==> src/design/nge_pkg.sv <==
`timescale 1ns / 1ps
// Shared types for the next greater element block: item and result structs,
// controller states and the command/status bundles between control and datapath.
// No dependencies.
package nge_pkg;

	// Fixed field widths of the channels
	localparam int VALUE_IN_W  = 32;
	localparam int INDEX_OUT_W = 6;

	// One input item
	typedef struct packed {
		logic [VALUE_IN_W-1:0] value;
		logic                  last;
	} item_t;

	// One result item
	typedef struct packed {
		logic [INDEX_OUT_W-1:0] index;
		logic [VALUE_IN_W-1:0]  greater;
		logic                   found;
		logic                   truncated;
		logic                   end_of_run;
	} result_t;

	// Controller states
	typedef enum logic [2:0] {
		ST_LOAD,
		ST_ELEM_RD,
		ST_CMP,
		ST_EMIT_RD,
		ST_EMIT_OUT
	} state_t;

	// Controller to datapath
	typedef struct packed {
		logic load;        // store the accepted item
		logic walk_start;  // last item taken: set up the walk
		logic elem_rd;     // read element at the walk index
		logic pop;         // drop the stack top
		logic push;        // record the answer and push the current value
		logic ans_rd;      // read the answer at the emit index
		logic emit;        // load the result register
	} cmd_t;

	// Datapath to controller
	typedef struct packed {
		logic pop_cond;    // stack not empty and top <= current value
		logic i_zero;      // walk is at element 0
		logic k_last;      // emit index is at the final stored element
		logic out_free;    // result register can take a new result
	} status_t;

endpackage

==> src/design/nge_ctrl.sv <==
`timescale 1ns / 1ps
// Controller of the next greater element block: sequences load, stack walk
// and emit phases. Depends on nge_pkg.
module nge_ctrl (
	input  logic            clk,
	input  logic            arst_n,
	input  logic            item_valid,
	input  logic            item_last,
	output logic            item_stall,
	output nge_pkg::cmd_t   cmd,
	input  nge_pkg::status_t status
);
	import nge_pkg::*;

	state_t state_q;
	state_t state_nxt;
	logic   item_xfer;

	assign item_xfer = item_valid && (state_q == ST_LOAD);

	// State register
	always_ff @(posedge clk or negedge arst_n) begin
		if (!arst_n) begin
			state_q <= ST_LOAD;
		end else begin
			state_q <= state_nxt;
		end
	end

	// Next state
	always_comb begin
		state_nxt = state_q;
		unique case (state_q)
			ST_LOAD: begin
				if (item_xfer && item_last) begin
					state_nxt = ST_ELEM_RD;
				end
			end
			ST_ELEM_RD: begin
				state_nxt = ST_CMP;
			end
			ST_CMP: begin
				if (!status.pop_cond) begin
					state_nxt = status.i_zero ? ST_EMIT_RD : ST_ELEM_RD;
				end
			end
			ST_EMIT_RD: begin
				state_nxt = ST_EMIT_OUT;
			end
			ST_EMIT_OUT: begin
				if (status.out_free) begin
					state_nxt = status.k_last ? ST_LOAD : ST_EMIT_RD;
				end
			end
			default: begin
				state_nxt = ST_LOAD;
			end
		endcase
	end

	// Outputs
	always_comb begin
		cmd        = '0;
		item_stall = 1'b1;
		unique case (state_q)
			ST_LOAD: begin
				item_stall     = 1'b0;
				cmd.load       = item_xfer;
				cmd.walk_start = item_xfer && item_last;
			end
			ST_ELEM_RD: begin
				cmd.elem_rd = 1'b1;
			end
			ST_CMP: begin
				cmd.pop  = status.pop_cond;
				cmd.push = !status.pop_cond;
			end
			ST_EMIT_RD: begin
				cmd.ans_rd = 1'b1;
			end
			ST_EMIT_OUT: begin
				cmd.emit = status.out_free;
			end
			default: begin
				cmd = '0;
			end
		endcase
	end

endmodule

==> config.mk <==
export PLATFORM = sky130hd
export DESIGN_NAME = nge_ctrl
export DESIGN_NICKNAME = d
export VERILOG_FILES = /design/src/design/nge_pkg.sv /design/src/design/nge_ctrl.sv
export SDC_FILE = /design/constraint.sdc
export NUM_CORES = 1
export LEC_CHECK = 0
export BUFFER_PORTS_ARGS = -buffer_cell sky130_fd_sc_hd__clkbuf_2
export CAP_MARGIN = 10
export CORE_AREA = 4 4 41 43
export CTS_CLUSTER_SIZE = 12
export DETAILED_ROUTE_END_ITERATION = 10
export DIE_AREA = 0 0 45 47
export SLEW_MARGIN = 20
export SYNTH_ARGS = -nofsm -noshare
export SYNTH_HDL_FRONTEND = slang
export SYNTH_SLANG_ARGS = --single-unit
==> constraint.sdc <==
create_clock -name clk -period 2.4 [get_ports clk]
set_input_delay 0.12 -clock clk [delete_from_list [all_inputs] [get_ports clk]]
set_output_delay 0.12 -clock clk [all_outputs]
set_load 0.02 [all_outputs]
# After elaboration in Yosys (flattened, before gate mapping)
# Index checks and enable logic that the tools add are counted.
# op_classes
eq_ne,7
mux,12
n_reduce_logical,5
# ops
cell,count
one-hot mux 3 bit (5 select lines),1
two-way mux 3 bit,3
two-way mux 2 bit,4
equality test 3 x 2 -> 1 bit (second input constant),2
two-way mux 1 bit,4
inequality test 2 bit (second input constant),2
equality test 3 x 1 -> 1 bit (second input constant),1
equality test 3 bit (second input constant),1
logical NOT 3 bit,1
AND reduction 3 bit,1
logical AND 1 bit,2
inequality test 2 x 1 -> 1 bit (second input constant),1
logical NOT 1 bit,1
# totals
reg_bits,3
input_bits,8
out_inout_bits,8
word_cells,25

# Depth between registers and ports, before layout
# Gate-level depths: netlist of the first run.
# logic_depth
depth_word,5
depth_mapped,4

# Least setup slack after synthesis of the first run
# Ideal clock, no wire load.
# synth_path
path_type,register -> output
startpoint,reg state_q[2]
endpoint,out cmd[2] (netlist bit)
arrival_ns,1.289
required_ns,2.280
slack_ns,0.991
stages_incl_launch_ff,3
path_cell_list,dfrtp_1 > buf_4 > nor4b_1
# synth_rtl
item,line,rtl
from (decl),nge_ctrl.sv:15,state_t state_q;
from (signal assigned),nge_ctrl.sv:26,state_q <= state_nxt;
to (decl),nge_ctrl.sv:10,"output nge_pkg::cmd_t cmd,"

==> metrics.cfg, run 1 <==
[timing]
finalClockSkew_ps = 2.36
fmax_mhz = 656
period_share_pct = 63.5
tightestPinTransition_ps = 277
setup_viol = 0
final_hold_viol_count = 0
rsz0062_at_grt = false
tns_ps = 0
slew_viol_final = 0
relSlewSlack_pct = 81.5
period_needed_ps = 1530

[global_routing]
grt_pass1_wl_mm = 1.10
grt_start_max_net_pins = 12
grt_pass1_vias = 263
grt_util_all_layers_pct = 8.24
overflow = 0
antenna_found_initial = 0

[logic_synthesis]
synth_cells = 29
syn_avg_cell_area_um2 = 8.37
yosysWarnings = 0
synth_nets = 37
syn-cell-area_um2 = 243
ys_ff_latch = 3
seq_area_frac_synth_pct = 30.9
ys_types = 21

[clock_tree]
htree_levels = 1
clk_latency_ps = 240
post-cts-setup-buffers = 0
cts.sinks = 3
cts_buffers = 3
root_buffer = clkbuf_4
path_clk_slew_ps = 40
cts_tree = yes
clock_path_buffers = 2

[layout]
regMostFlops = state_q
drive_gt1_share_pct = 42.6
largest_register_ffs = 3
area_growth_pct = 45.9
stdcell_area_um2 = 354
finalNetCount = 56
diodes = 0
top_regs = state_q (3)

[place]
finalWeightedCongestion = 0.767
hpwlAfterDp_um = 496
io_buffers = 15
dpl_cell_area_um2 = 318

[drt]
vias_per_cell = 4.47
wl_per_cell_um = 10.6
final_antenna_net_count = 0
drc_errors = 0
vias = 277
routed_wl_um = 656
drt_iter0_drc = 2
drt_pass1_iterations = 2

[pwr]
powerDensity_mw_per_mm2 = 1210
ir_worst_vdd_mv = 0.422
leakage_nw = 0.179

[outcome]
status = finished clean

[worst_setup_path]
worst-path-max-fanout = 11
cp-end-kind = output pin
cp.required_ps = 2280
worstSetupStartpointType = flop
arrival_ps = 1410
crit_type = reg -> out

[floorplanning]
core-area_mm2 = 0.00130
die_area_mm2 = 0.00212
die_h_um = 47
die_w_um = 45
io_pins = 16
start_util_pct = 18.7
rows = 13

[worst_hold_path]
min_path_type = in -> reg

[flow_run]
max_cap_viol_count = 0

critical path, cell delays in order (launching register included):
cell and delay (ps):
dfrtp_1 460, or3_4 430, nor2_1 100, clkbuf_2 170
cell usage in the layout, fill, tap and decap left out, drive strengths merged, types with 2 or more instances in the layout:
| cell | synthesis | layout |
|---|---|---|
| clkbuf | 0 | 19 |
| nor2 | 6 | 6 |
| dfrtp | 3 | 3 |
| nand2 | 2 | 2 |
cell type report:
cell class,count,area [µm²]
Timing Repair Buffer,16,85.1
Fill cell,156,947
Clock buffer,4,26.3
Tap cell,15,18.8
Inverter,1,3.75
Sequential cell,3,75.1
Multi-Input combinational cell,23,145
final timing paths:
path,from,to,slack [ps],cells past startpoint
setup / recovery,state_q[2]$_DFFE_PN0P_,cmd[5],870,3
hold / removal,status[0],state_q[2]$_DFFE_PN0P_,110,2
setup reg to reg,state_q[2]$_DFFE_PN0P_,state_q[1]$_DFFE_PN0P_,1200,3
hold reg to reg,state_q[0]$_DFFE_PN0P_,state_q[0]$_DFFE_PN0P_,600,1
max in group asynchronous,arst_n,state_q[2]$_DFFE_PN0P_,2080,2
min in group asynchronous,arst_n,state_q[0]$_DFFE_PN0P_,210,2
cell usage after synthesis (all sizes together):
cell type | n | area, µm²
nor4b | 1 | 8.76
nand2 | 2 | 7.51
buf | 2 | 18.8
nand3 | 1 | 5.00
nor3 | 1 | 5.00
and3 | 1 | 6.26
o31a | 1 | 8.76
nor4bb | 1 | 10.0
inv | 1 | 3.75
and3b | 1 | 10.0
nand3b | 1 | 7.51
dfrtp | 3 | 75.1
nor3b | 1 | 7.51
nor2 | 6 | 22.5
o21ai | 1 | 5.00
a21oi | 1 | 5.00
or3 | 1 | 11.3
o21bai | 1 | 7.51
a311oi | 1 | 8.76
or3b | 1 | 8.76
cells by family after synthesis:
group           share of synthesized area, %
flops                                   30.9
buf+inv                                 9.28
simple gates                            45.4
compound gates                          14.4
power breakdown:
group	switching [mW]	leakage, nW	internal, mW
sequential	0.0456	0.0390	0.0711
combinational	0.123	0.125	0.0980
clock	0.0291	0.0150	0.0625
total	0.198	0.179	0.232
layer usage:
metal,up-vias,GRT usage [%],wire length (µm)
met5,-,0,0
met4,0,7.02,0
met3,0,7.66,60
met2,11,9.04,309
met1,125,9.17,286
li1,141,-,-
stage by stage:
stage                     hold slack [ps]  util (%)  total power [mW]  setup WS [ps]  instances
after detailed placement            -81.7      24.4             0.339           1110         57
after floorplan                      -176         -             0.285            991         29
after CTS                            92.1      27.2             0.437            855         62
final                                 110      27.2             0.429            875         62
after global placement              -81.9      24.4             0.336           1120         57
after global routing                 95.2      27.2             0.469            775         62
what timing repair did:
item                      4_1_cts  5_1_grt
hold buffers                    1        0
gates resized for setup         0        0
hold endpoints to repair        3        0
(Power assumes the default switching activity.)
==> inputs of run 2 (changes only) <==
--- a/config.mk
+++ b/config.mk
@@ -5,6 +5,7 @@
 export SDC_FILE = /design/constraint.sdc
 export NUM_CORES = 1
 export LEC_CHECK = 0
+export ABC_AREA = 1
 export BUFFER_PORTS_ARGS = -buffer_cell sky130_fd_sc_hd__clkbuf_2
 export CAP_MARGIN = 10
 export CORE_AREA = 4 4 41 43
==> constraint.sdc (replaced) <==
create_clock -name clk -period 1.3 [get_ports clk]
set_input_delay 0.065 -clock clk [delete_from_list [all_inputs] [get_ports clk]]
set_output_delay 0.065 -clock clk [all_outputs]
set_load 0.02 [all_outputs]
==> metrics.cfg, run 2 <==
[layout]
area_growth_pct = 78.4
final_common_cell = clkbuf_2
layoutNonFillerInstCount = 79  ; +27%
diodes = 0  ; unchanged
largest_register_ffs = 3  ; unchanged
top_regs = state_q (3)
layout_common_cells = clkbuf_2 (10), buf_4 (9), inv_1 (8)
drive_gt1_share_pct = 57.8  ; +15 points
regMostFlops = state_q
finalNetCount = 73  ; +30%
postLayoutCoreUtil_pct = 34.1  ; +6.9 points

[logic_synthesis]
synth_edf_count = 0  ; unchanged
synthTopCellsByCount = inv_1 (8), nand3_1 (6), nand2_1 (5)
ys_ff_latch = 3  ; unchanged
synthTopCellsByArea = dfrtp_1 (30%), nand3_1 (12%), inv_1 (12%)
synth_nets = 46  ; +24%
ys_types = 13  ; -38%
syn-cell-area_um2 = 249  ; +2.6%
synth_top_area_share_pct = 30.2  ; -0.78 points
synth_cells = 38  ; +31%
synth.most_common_cell = inv_1
seq_area_frac_synth_pct = 30.2  ; -0.78 points
syn_avg_cell_area_um2 = 6.55  ; -22%
yosys.area.top_type = dfrtp_1
ys_async_sr_fraction_pct = 100  ; unchanged
synthFlopType = dfrtp_1
yosysWarnings = 0  ; unchanged

[worst_hold_path]
min_to = state_q[2]$_DFFE_PN0P_
hold_path_startpoint = status[0]
whs_path_depth = 4  ; +2
min_path_type = in -> reg

[drt]
routed_wl_um = 742  ; +13%
drc_errors = 0  ; unchanged
drt_iter0_drc = 9  ; +7
wl_per_cell_um = 9.39  ; -11%
vias = 326  ; +18%
vias_per_cell = 4.13  ; -7.6%
final_antenna_net_count = 0  ; unchanged
drt_pass1_iterations = 4  ; +2

[timing]
period_needed_ps = 1310
slew_viol_final = 0  ; unchanged
finalClockSkew_ps = 3.35  ; +0.981 ps
rsz0062_at_grt = true
tns_ps = -8.92  ; -8.92 ps
final_hold_viol_count = 0  ; unchanged
worst_slack_ps = -8.92  ; -884 ps
relSlewSlack_pct = 85.3  ; +3.8 points
tightestPinTransition_ps = 218  ; -59.1 ps
setup_viol = 1  ; +1
fmax_mhz = 764
period_share_pct = 101

[floorplanning]
io_pins = 16  ; unchanged
die_area_mm2 = 0.00212  ; unchanged
core-area_mm2 = 0.00130  ; unchanged
die_w_um = 45  ; unchanged
start_util_pct = 19.1  ; +0.48 points
rows = 13  ; unchanged
die_h_um = 47  ; unchanged

[worst_setup_path]
cp-end-kind = output pin
regToRegEndpoint = state_q[1]$_DFFE_PN0P_
r2r-start = state_q[0]$_DFFE_PN0P_
rr_worst_depth = 7  ; +4
arrival_ps = 1240  ; -170 ps
worst-path-max-fanout = 4  ; -7
reg2reg_slack_ps = 120  ; -1080 ps
cp.required_ps = 1240  ; -1040 ps
worstSetupStartpointType = flop
crit_type = reg -> out

[place]
hpwlAfterDp_um = 552  ; +11%
io_buffers = 15  ; unchanged
finalWeightedCongestion = 0.825  ; +7.6%
preCtsSetupSlack_ps = 175  ; -933 ps
dp.cells = 68  ; +19%

[clock_tree]
clk_latency_ps = 230  ; about the same
path_clk_slew_ps = 40  ; about the same
clock_path_buffers = 2  ; unchanged
htree_levels = 1  ; unchanged
cts_tree = yes
root_buffer = clkbuf_4
cts.sinks = 3  ; unchanged
cts_buffers = 3  ; unchanged

[pwr]
leakage_nw = 0.270  ; +51%
finalPower_mw = 1.11  ; +160%
ir_worst_vdd_mv = 0.605  ; +43%
powerDensity_mw_per_mm2 = 2510  ; +110%

[outcome]
status = finished with violations
violations = setup timing

[global_routing]
grt_util_all_layers_pct = 8.54  ; +0.30 points
overflow = 0  ; unchanged
grt_pass1_vias = 323  ; +23%
grt_pass1_wl_mm = 1.21  ; +10%
antenna_found_initial = 0  ; unchanged
grt_start_max_net_pins = 7  ; -5

[flow_run]
max_cap_viol_count = 0  ; unchanged

run 2: cell families after synthesis:
logic type	share of synthesized area, %
and+or+nand+nor	48.2
AOI/OAI and AO/OA	3.52
buffers and inverters	18.1
DFF	30.1
run 2: final cells by class:
| class | instances | area [µm²] |
|---|---|---|
| Sequential cell | 3 | 77.6 |
| Fill cell | 166 | 857 |
| Clock buffer | 4 | 26.3 |
| Multi-Input combinational cell | 23 | 139 |
| Timing Repair Buffer | 22 | 138 |
| Inverter | 12 | 45.0 |
| Tap cell | 15 | 18.8 |
run 2: worst max-delay path: stages (launching register included):
cell and delay [ps]:
dfrtp_2 430, inv_2 100, nand2_4 60, nor2_4 90, inv_2 50, nor3_2 120
buf_4 170
run 2: per-stage QoR:
step                hold slack (ps)  instance area, µm²
floorplan                      -231                 249
global placement               -136                 343
detailed placement             -136                 343
CTS                             140                 432
global route                    154                 444
finish                          140                 444
run 2: power by group:
| group | internal [mW] | leakage, nW | switching (mW) | total [mW] |
|---|---|---|---|---|
| logic | 0.330 | 0.219 | 0.416 | 0.747 |
| clock network | 0.115 | 0.0150 | 0.0443 | 0.159 |
| registers | 0.140 | 0.0359 | 0.0672 | 0.207 |
| total | 0.585 | 0.270 | 0.528 | 1.11 |
run 2: routing by layer:
metal | up-vias | track usage, % | share of wire [%]
met1 | 143 | 7.29 | 34
met2 | 11 | 13.8 | 54
li1 | 170 | - | -
met5 | - | 0 | 0
met3 | 2 | 5.75 | 9.2
met4 | 0 | 7.02 | 2.8
run 2: worst max path at each step:
stage                     slack [ps]     end                    from
after floorplan                   70  cmd[0]  state_q[2]$_DFFE_PN0P_
after global placement           190  cmd[5]  state_q[0]$_DFFE_PN0P_
after detailed placement         180  cmd[5]  state_q[0]$_DFFE_PN0P_
after CTS                        -20  cmd[5]  state_q[2]$_DFFE_PN0P_
after global routing             -80  cmd[5]  state_q[0]$_DFFE_PN0P_
final                             -9  cmd[5]  state_q[2]$_DFFE_PN0P_
run 2: timing repair:
item / CTS / global route
hold buffers: 1 / 0
setup buffers: 5 / 1
endpoints found under the hold margin: 3 / 0
endpoints found under the setup margin: 2 / 8
pin swaps: 0 / 1
gates resized for setup: 4 / 8
